File: config.mk
export PLATFORM = sky130hd
export DESIGN_NAME = touch_trackball_gesture_to_key
export DESIGN_NICKNAME = d
export VERILOG_FILES = /design/src/rtl/core/ttg_pkg.sv /design/src/rtl/core/touch_trackball_gesture_to_key.sv
export SDC_FILE = /design/constraint.sdc
export NUM_CORES = 1
export LEC_CHECK = 0
export BUFFER_PORTS_ARGS = -buffer_cell sky130_fd_sc_hd__buf_2
export CORE_ASPECT_RATIO = 1.2
export CORE_MARGIN = 5
export CORE_UTILIZATION = 50
export CTS_CLUSTER_DIAMETER = 120
export DETAILED_ROUTE_END_ITERATION = 10
export PLACE_DENSITY = 0.75
export SLEW_MARGIN = 30
export SYNTH_ARGS = -nofsm -noshare
export SYNTH_HDL_FRONTEND = slang
export SYNTH_SLANG_ARGS = --single-unit
File: constraint.sdc
create_clock -name clock -period 17.35 [get_ports clock]
set_input_delay 3.47 -clock clock [delete_from_list [all_inputs] [get_ports clock]]
set_output_delay 3.47 -clock clock [all_outputs]
set_load 0.03 [all_outputs]
File: src/rtl/core/ttg_pkg.sv
`timescale 1ns / 1ps

package ttg_pkg;

   // Field and register widths.
   localparam int TypeWidth  = 5;
   localparam int CodeWidth  = 10;
   localparam int ValueWidth = 32;
   localparam int CsrWidth   = 12;
   localparam int CsrIdxWidth = 3;

   // Highest key code that may leave the block.
   localparam logic [CodeWidth-1:0] KEY_CODE_LIMIT = 10'd767;

   // Event classes.
   localparam logic [TypeWidth-1:0] EV_SYNC = 5'd0;
   localparam logic [TypeWidth-1:0] EV_KEY  = 5'd1;
   localparam logic [TypeWidth-1:0] EV_REL  = 5'd2;
   localparam logic [TypeWidth-1:0] EV_ABS  = 5'd3;

   // Event codes.
   localparam logic [CodeWidth-1:0] REL_Y_CODE    = 10'd1;
   localparam logic [CodeWidth-1:0] ABS_X_CODE    = 10'd53;
   localparam logic [CodeWidth-1:0] ABS_Y_CODE    = 10'd54;
   localparam logic [CodeWidth-1:0] TRACK_ID_CODE = 10'd57;

   // Emitted key codes.
   localparam logic [CodeWidth-1:0] BTN_UP    = 10'd103;
   localparam logic [CodeWidth-1:0] BTN_DOWN  = 10'd108;
   localparam logic [CodeWidth-1:0] BTN_POWER = 10'd116;
   localparam logic [CodeWidth-1:0] BTN_BACK  = 10'd158;

   // Gesture thresholds.
   localparam logic signed [ValueWidth-1:0] TRACK_POS_LIMIT = 32'sd3;
   localparam logic signed [ValueWidth-1:0] TRACK_NEG_LIMIT = -32'sd3;
   localparam logic signed [ValueWidth-1:0] VERT_POS_LIMIT  = 32'sd40;
   localparam logic signed [ValueWidth-1:0] VERT_NEG_LIMIT  = -32'sd40;
   localparam logic signed [ValueWidth-1:0] LIFT_ID         = -32'sd1;

   // Configuration register indexes.
   localparam logic [CsrIdxWidth-1:0] CSR_SCREEN_WIDTH  = 3'd0;
   localparam logic [CsrIdxWidth-1:0] CSR_SCREEN_HEIGHT = 3'd1;
   localparam logic [CsrIdxWidth-1:0] CSR_KEYBAR_WIDTH  = 3'd2;
   localparam logic [CsrIdxWidth-1:0] CSR_KEYBAR_HEIGHT = 3'd3;

   // Configuration reset values.
   localparam logic [CsrWidth-1:0] SCREEN_WIDTH_RST  = 12'd480;
   localparam logic [CsrWidth-1:0] SCREEN_HEIGHT_RST = 12'd800;
   localparam logic [CsrWidth-1:0] KEYBAR_WIDTH_RST  = 12'd480;
   localparam logic [CsrWidth-1:0] KEYBAR_HEIGHT_RST = 12'd72;

endpackage

File: src/rtl/core/touch_trackball_gesture_to_key.sv
`timescale 1ns / 1ps
// A word accepted at a clock edge is registered in the input register and then in the
// result register, which drives the rsp channel (two register stages: input register, result register).
// Throughput: one word per cycle, limited only by rsp_stall on the result register.
// Reset: synchronous, active high; clears valids, gesture state and restores
// the configuration registers to their default screen geometry.
module touch_trackball_gesture_to_key (
   input  logic                                   clock,
   input  logic                                   reset,
   input  logic                                   req_valid,
   output logic                                   req_stall,
   input  logic [ttg_pkg::TypeWidth-1:0]          req_event_type,
   input  logic [ttg_pkg::CodeWidth-1:0]          req_event_code,
   input  logic signed [ttg_pkg::ValueWidth-1:0]  req_event_value,
   output logic                                   rsp_valid,
   input  logic                                   rsp_stall,
   output logic [ttg_pkg::CodeWidth-1:0]          rsp_key_code,
   output logic signed [ttg_pkg::ValueWidth-1:0]  rsp_key_value,
   output logic                                   rsp_synthetic,
   input  logic                                   csr_wr_en,
   input  logic [ttg_pkg::CsrIdxWidth-1:0]        csr_index,
   input  logic [ttg_pkg::CsrWidth-1:0]           csr_wr_data
);

   // Configuration registers.
   logic [ttg_pkg::CsrWidth-1:0] screen_width_ff, screen_height_ff;
   logic [ttg_pkg::CsrWidth-1:0] keybar_width_ff, keybar_height_ff;

   // Input register.
   logic                                  in_valid_ff;
   logic [ttg_pkg::TypeWidth-1:0]         in_type_ff;
   logic [ttg_pkg::CodeWidth-1:0]         in_code_ff;
   logic signed [ttg_pkg::ValueWidth-1:0] in_value_ff;

   // Gesture state.
   logic signed [ttg_pkg::ValueWidth-1:0] tb_sum_ff, tb_sum_in;
   logic finger_down_ff, finger_down_in;
   logic swipe_right_ff, swipe_right_in;
   logic swipe_left_ff, swipe_left_in;
   logic signed [ttg_pkg::ValueWidth-1:0] pos_x_ff, pos_x_in;
   logic signed [ttg_pkg::ValueWidth-1:0] pos_y_ff, pos_y_in;
   logic signed [ttg_pkg::ValueWidth-1:0] motion_x_ff, motion_x_in;
   logic signed [ttg_pkg::ValueWidth-1:0] motion_y_ff, motion_y_in;

   // Result register.
   logic                                  rsp_valid_ff;
   logic [ttg_pkg::CodeWidth-1:0]         rsp_code_ff;
   logic signed [ttg_pkg::ValueWidth-1:0] rsp_value_ff;
   logic                                  rsp_synth_ff;

   // Result of the current word.
   logic                                  res_valid;
   logic [ttg_pkg::CodeWidth-1:0]         res_code;
   logic signed [ttg_pkg::ValueWidth-1:0] res_value;
   logic                                  res_synth;

   // Handshake control.
   logic out_free, advance;

   // Geometry derived from configuration.
   logic signed [12:0] bar_top13, ko_diff, ko_adj, ko13;
   logic signed [ttg_pkg::ValueWidth-1:0] bar_top, ko32, kw32, q32, neg_q32;
   logic signed [ttg_pkg::ValueWidth-1:0] th_down, th_up, th_back;
   logic signed [ttg_pkg::ValueWidth-1:0] sum_add, mx_add, my_add;
   logic [ttg_pkg::CodeWidth-1:0] bar_code;
   logic bar_hit;

   assign out_free  = !rsp_valid_ff || !rsp_stall;
   assign advance   = in_valid_ff && out_free;
   assign req_stall = in_valid_ff && !out_free;

   assign rsp_valid     = rsp_valid_ff;
   assign rsp_key_code  = rsp_code_ff;
   assign rsp_key_value = rsp_value_ff;
   assign rsp_synthetic = rsp_synth_ff;

   // Bar top, key width, key offset (rounded toward zero) and swipe threshold.
   always_comb begin
      bar_top13 = $signed({1'b0, screen_height_ff}) - $signed({1'b0, keybar_height_ff});
      bar_top   = {{19{bar_top13[12]}}, bar_top13};
      ko_diff   = $signed({1'b0, screen_width_ff}) - $signed({1'b0, keybar_width_ff});
      ko_adj    = ko_diff + $signed({12'b0, ko_diff[12]});
      ko13      = ko_adj >>> 1;
      ko32      = {{19{ko13[12]}}, ko13};
      kw32      = $signed({22'b0, keybar_width_ff[11:2]});
      th_down   = kw32 + ko32;
      th_up     = (kw32 <<< 1) + ko32;
      th_back   = kw32 + (kw32 <<< 1) + ko32;
      q32       = $signed({22'b0, screen_width_ff[11:2]});
      neg_q32   = -q32;
   end

   // Bar key decode from the position held at lift.
   always_comb begin
      bar_hit = (pos_y_ff > bar_top) && (pos_x_ff > 32'sd0);
      priority if (pos_x_ff < th_down) begin
         bar_code = ttg_pkg::BTN_DOWN;
      end else if (pos_x_ff < th_up) begin
         bar_code = ttg_pkg::BTN_UP;
      end else if (pos_x_ff < th_back) begin
         bar_code = ttg_pkg::BTN_BACK;
      end else begin
         bar_code = ttg_pkg::BTN_POWER;
      end
   end

   assign sum_add = tb_sum_ff + in_value_ff;
   assign mx_add  = (pos_x_ff != 32'sd0) ? motion_x_ff + (in_value_ff - pos_x_ff)
                                         : motion_x_ff;
   assign my_add  = (pos_y_ff != 32'sd0) ? motion_y_ff + (in_value_ff - pos_y_ff)
                                         : motion_y_ff;

   // Per-word decode: next gesture state and the key word it yields.
   always_comb begin
      tb_sum_in      = tb_sum_ff;
      finger_down_in = finger_down_ff;
      swipe_right_in = swipe_right_ff;
      swipe_left_in  = swipe_left_ff;
      pos_x_in       = pos_x_ff;
      pos_y_in       = pos_y_ff;
      motion_x_in    = motion_x_ff;
      motion_y_in    = motion_y_ff;
      res_valid      = 1'b0;
      res_code       = in_code_ff;
      res_value      = in_value_ff;
      res_synth      = 1'b0;

      if (in_type_ff == ttg_pkg::EV_SYNC) begin
         // Sync words change nothing.
         res_valid = 1'b0;
      end else if (in_type_ff == ttg_pkg::EV_REL) begin
         // Trackball motion is summed until it crosses a threshold.
         if (in_code_ff == ttg_pkg::REL_Y_CODE) begin
            tb_sum_in = sum_add;
            if (sum_add > ttg_pkg::TRACK_POS_LIMIT) begin
               res_valid = 1'b1;
               res_synth = 1'b1;
               res_code  = ttg_pkg::BTN_DOWN;
               res_value = 32'sd1;
               tb_sum_in = '0;
            end else if (sum_add < ttg_pkg::TRACK_NEG_LIMIT) begin
               res_valid = 1'b1;
               res_synth = 1'b1;
               res_code  = ttg_pkg::BTN_UP;
               res_value = 32'sd1;
               tb_sum_in = '0;
            end
         end
      end else begin
         tb_sum_in = '0;
         if (in_type_ff == ttg_pkg::EV_KEY) begin
            // Real keys pass through when the code is in range.
            res_valid = (in_code_ff <= ttg_pkg::KEY_CODE_LIMIT);
         end else if (in_type_ff == ttg_pkg::EV_ABS) begin
            if (in_code_ff == ttg_pkg::TRACK_ID_CODE) begin
               if (in_value_ff != ttg_pkg::LIFT_ID) begin
                  // Touch down starts a fresh gesture.
                  if (!finger_down_ff) begin
                     finger_down_in = 1'b1;
                     pos_x_in       = '0;
                     pos_y_in       = '0;
                     motion_x_in    = '0;
                     motion_y_in    = '0;
                  end
               end else begin
                  // Lift: bar key, overridden by a pending swipe.
                  res_valid = 1'b1;
                  res_value = 32'sd1;
                  res_code  = bar_hit ? bar_code : ttg_pkg::TRACK_ID_CODE;
                  if (swipe_right_ff) begin
                     res_code       = ttg_pkg::BTN_POWER;
                     swipe_right_in = 1'b0;
                  end else if (swipe_left_ff) begin
                     res_code      = ttg_pkg::BTN_BACK;
                     swipe_left_in = 1'b0;
                  end
                  finger_down_in = 1'b0;
                  pos_x_in       = '0;
                  pos_y_in       = '0;
                  motion_x_in    = '0;
                  motion_y_in    = '0;
               end
            end else if (in_code_ff == ttg_pkg::ABS_X_CODE) begin
               // Horizontal motion arms a swipe.
               pos_x_in    = in_value_ff;
               motion_x_in = mx_add;
               if (pos_y_ff < bar_top) begin
                  if (mx_add > q32) begin
                     swipe_right_in = 1'b1;
                     pos_x_in       = '0;
                     pos_y_in       = '0;
                     motion_x_in    = '0;
                     motion_y_in    = '0;
                  end else if (mx_add < neg_q32) begin
                     swipe_left_in = 1'b1;
                     pos_x_in      = '0;
                     pos_y_in      = '0;
                     motion_x_in   = '0;
                     motion_y_in   = '0;
                  end
               end
            end else if (in_code_ff == ttg_pkg::ABS_Y_CODE) begin
               // Vertical motion emits a key at once, valued by the coordinate.
               pos_y_in    = in_value_ff;
               motion_y_in = my_add;
               if (in_value_ff < bar_top) begin
                  if (my_add > ttg_pkg::VERT_POS_LIMIT) begin
                     res_valid   = 1'b1;
                     res_code    = ttg_pkg::BTN_DOWN;
                     pos_x_in    = '0;
                     pos_y_in    = '0;
                     motion_x_in = '0;
                     motion_y_in = '0;
                  end else if (my_add < ttg_pkg::VERT_NEG_LIMIT) begin
                     res_valid   = 1'b1;
                     res_code    = ttg_pkg::BTN_UP;
                     pos_x_in    = '0;
                     pos_y_in    = '0;
                     motion_x_in = '0;
                     motion_y_in = '0;
                  end
               end
            end
         end
      end
   end

   // Configuration writes.
   always_ff @(posedge clock) begin
      if (reset) begin
         screen_width_ff  <= ttg_pkg::SCREEN_WIDTH_RST;
         screen_height_ff <= ttg_pkg::SCREEN_HEIGHT_RST;
         keybar_width_ff  <= ttg_pkg::KEYBAR_WIDTH_RST;
         keybar_height_ff <= ttg_pkg::KEYBAR_HEIGHT_RST;
      end else if (csr_wr_en) begin
         if (csr_index == ttg_pkg::CSR_SCREEN_WIDTH) begin
            screen_width_ff <= csr_wr_data;
         end
         if (csr_index == ttg_pkg::CSR_SCREEN_HEIGHT) begin
            screen_height_ff <= csr_wr_data;
         end
         if (csr_index == ttg_pkg::CSR_KEYBAR_WIDTH) begin
            keybar_width_ff <= csr_wr_data;
         end
         if (csr_index == ttg_pkg::CSR_KEYBAR_HEIGHT) begin
            keybar_height_ff <= csr_wr_data;
         end
      end
   end

   // Input register: loads whenever it is empty or drains this cycle.
   always_ff @(posedge clock) begin
      if (reset) begin
         in_valid_ff <= 1'b0;
      end else if (!req_stall) begin
         in_valid_ff <= req_valid;
      end
   end

   always_ff @(posedge clock) begin
      if (req_valid && !req_stall) begin
         in_type_ff  <= req_event_type;
         in_code_ff  <= req_event_code;
         in_value_ff <= req_event_value;
      end
   end

   // Gesture state commits when the word moves on.
   always_ff @(posedge clock) begin
      if (reset) begin
         tb_sum_ff      <= '0;
         finger_down_ff <= 1'b0;
         swipe_right_ff <= 1'b0;
         swipe_left_ff  <= 1'b0;
         pos_x_ff       <= '0;
         pos_y_ff       <= '0;
         motion_x_ff    <= '0;
         motion_y_ff    <= '0;
      end else if (advance) begin
         tb_sum_ff      <= tb_sum_in;
         finger_down_ff <= finger_down_in;
         swipe_right_ff <= swipe_right_in;
         swipe_left_ff  <= swipe_left_in;
         pos_x_ff       <= pos_x_in;
         pos_y_ff       <= pos_y_in;
         motion_x_ff    <= motion_x_in;
         motion_y_ff    <= motion_y_in;
      end
   end

   // Result register.
   always_ff @(posedge clock) begin
      if (reset) begin
         rsp_valid_ff <= 1'b0;
      end else if (advance) begin
         rsp_valid_ff <= res_valid;
      end else if (!rsp_stall) begin
         rsp_valid_ff <= 1'b0;
      end
   end

   always_ff @(posedge clock) begin
      if (advance && res_valid) begin
         rsp_code_ff  <= res_code;
         rsp_value_ff <= res_value;
         rsp_synth_ff <= res_synth;
      end
   end

endmodule

==> impl_metrics.yaml <==
outcome:
  outcome: "finished, final reports clean"
detailed_routing:
  wl_mm: 81.9
  drc: 0
  wire_per_inst_um: 20.3
  dr.first_iter.drc_count: 2326
  vias: 25100
  ant_nets: 0
  routed_via_density: 6.24
  dr.pass1.iters: 6
sta:
  fin_crit_ps: 8270
  rsz0062_at_grt: "false"
  max_clock_freq_ghz: 0.121
  final_hold_viol_count: 0
  setup_viol: 0
  skew_ps: 24.0
  hold_ws_ps: 451
  drv_slew: 0
  tightest_slew_ps: 890
  relSlewSlack: 0.391
  fin_setup_tns_ps: 0
  fin_crit_sh: 0.477
layout:
  fillers: 4948
  seq_area_um2: 6970
  design_area_um2: 29400
  drive_gt1_frac: 0.0833
  multi_input_area_um2: 18300
  antennaDiodeCount: 0
  areaGrowthSynthToFinish_pct: 8.79
  fin_nets: 3765
die:
  num_rows: 93
  boundaryPins: 112
  die-height_um: 265
  start_util: 0.504
  die_area_um2: 58900
  die_x_um: 222
  design.core.area_um2: 53600
worst_setup_path:
  critPathMaxStageDelay_ps: 540
  critPathKind: "flip-flop to flip-flop"
  cp_max_fo: 19
  endpoint_kind: "flip-flop"
  cp.arrival_ps: 8570
  cp-start-kind: "flip-flop"
  cp_slowest_cell: "dfxtp_1"
  cpMostUsedCell: "a21oi_1"
  worstPathRequired_ps: 17660
synth:
  synthTopCellsByCount: "344 x ha_1, 337 x inv_1, 284 x nand2_1, 275 x a21oi_1, 213 x dfxtp_1"
  synth_top_area_cell: "ha_1"
  ys_seq_area_frac: 0.258
  syn_inst: 3247
  synth.area.top_cells: "ha_1 16%, dfxtp_1 16%, edfxtp_1 10%, fa_1 5.1%, a21oi_1 5.1%"
  netlist.area_leader.share: 0.159
  yosys.cell_types.count: 98
  syn_avg_cell_area_um2: 8.33
  synth_area_um2: 27100
  synth_edf_count: 90
  synth_warnings: 0
  syn-num-nets: 3727
  synth_seq_cells: 303
  synth_most_common_cell: "ha_1"
  ys.flop_type: "dfxtp_1"
  ys_async_sr_fraction: 0
global_routing:
  grt_max_degree: 97
  grtUsageTotal: 0.267
  grt_pass1_wl_mm: 128
  antenna_found_initial: 0
  grt_pass1_vias: 23900
  overflow: 0
run:
  drv_cap: 0
clocking:
  cts_setup_buffers: 0
  clk_latency_ps: 580
  clk_pin_slew_ps: 70
  htree_num_levels: 2
  root_buffer: "clkbuf_16"
  cts-hold-fix-buffers: 0
  cts_buffers: 37
  clk_path_buf_depth: 3
  ctsResizeCount: 0
  cts_tree: "done"
  cts_sinks: 303
placed_design:
  hpwl_mm: 62.8
  port_buffers: 111
  place_area_um2: 28200
  gp_congestion: 0.985
pwr:
  peakVddDrop_mv: 0.0826
  cellLeakagePower_nw: 12.5
  p_per_area_nw_per_um2: 72.8
worst_hold_path:
  hold_path_class: "flip-flop to flip-flop"
## state kept, by name (all words and copies together) (netlist names), 5 cells and up
register / cells
motion_x_ff: 32
in_code_ff: 10
rsp_key_value: 32
screen_width_ff: 12
tb_sum_ff: 32
pos_y_ff: 32
keybar_height_ff: 12
keybar_width_ff: 12
pos_x_ff: 32
rsp_key_code: 10
in_value_ff: 32
screen_height_ff: 12
motion_y_ff: 32
in_type_ff: 5
## through the flow
stage / setup slack (ps) / cells / power (mW) / utilization
floorplan: 9060 / 3247 / 1.18 / -
global placement: 9330 / 3958 / 1.32 / 0.525
detailed placement: 9200 / 3958 / 1.32 / 0.525
CTS: 9130 / 4026 / 2.15 / 0.549
global route: 8290 / 4026 / 2.25 / 0.549
finish: 9080 / 4026 / 2.14 / 0.549
## per-layer routing
layer / vias to the layer above / global-route usage / wire length [um]
li1: 12000 / - / -
met1: 11800 / 0.322 / 32500
met2: 1050 / 0.470 / 39700
met3: 279 / 0.0357 / 5190
met4: 0 / 0.130 / 4490
met5: - / 0 / 0
## power breakdown
part / switching, mW / total, mW / internal (mW)
Sequential: 0.0144 / 0.754 / 0.739
Combinational: 0.351 / 0.569 / 0.218
Clock: 0.337 / 0.821 / 0.484
## worst max-delay path, delay by kind of cell, from the launching register on
kind            cells  cell delay, ps
xor+xnor            2             590
simple gates        4             350
fa+ha+maj           4            1190
buf+inv             2             430
compound gates     25            4910
flops               1             540
## worst paths after layout
| check | from | endpoint | slack, ps | cells after the start |
|---|---|---|---|---|
| setup / recovery | keybar_width_ff[3]$_SDFFE_PP0P_ | rsp_key_code[6]$_DFFE_PP_ | 9080 | 37 |
| hold / removal | motion_x_ff[24]$_SDFFE_PP0P_ | motion_x_ff[24]$_SDFFE_PP0P_ | 450 | 2 |
| setup reg to reg | keybar_width_ff[3]$_SDFFE_PP0P_ | rsp_key_code[6]$_DFFE_PP_ | 9080 | 37 |
| hold reg to reg | motion_x_ff[24]$_SDFFE_PP0P_ | motion_x_ff[24]$_SDFFE_PP0P_ | 450 | 2 |
## area by class of cell
| class | instances | area share |
|---|---|---|
| tap | 712 | 0.0303 |
| sequential | 303 | 0.237 |
| clock inverter | 22 | 0.00799 |
| inverter | 339 | 0.0433 |
| timing repair buffer | 137 | 0.0257 |
| multi-input combinational | 2467 | 0.621 |
| clock buffer | 46 | 0.0349 |
## cells in the final DEF, fill, tap and decap left out, drive strengths merged, types with 46 or more instances in the layout
cell type and n:
nand4 85, dfxtp 213, edfxtp 90, nor3 88
nor2 201, nand3 102, xor2 63, a21oi 277
clkbuf 46, nand2 284, a21o 76, buf 137
xnor2 80, ha 344, inv 342, o21ai 151
fa 69, nor4 50
## kinds of logic (layout without fill, tap and decap cells)
kind of cell / Yosys count / count (layout) / synth area share
AOI/OAI and AO/OA: 922 / 922 / 0.236
xor gates and xnor gates: 143 / 143 / 0.0463
buffers and inverters: 477 / 544 / 0.0684
adders and majority gates: 413 / 413 / 0.210
DFF: 303 / 303 / 0.258
muxes: 4 / 4 / 0.00148
and+or+nand+nor: 985 / 985 / 0.180
Power figures use the tool's default switching activity.
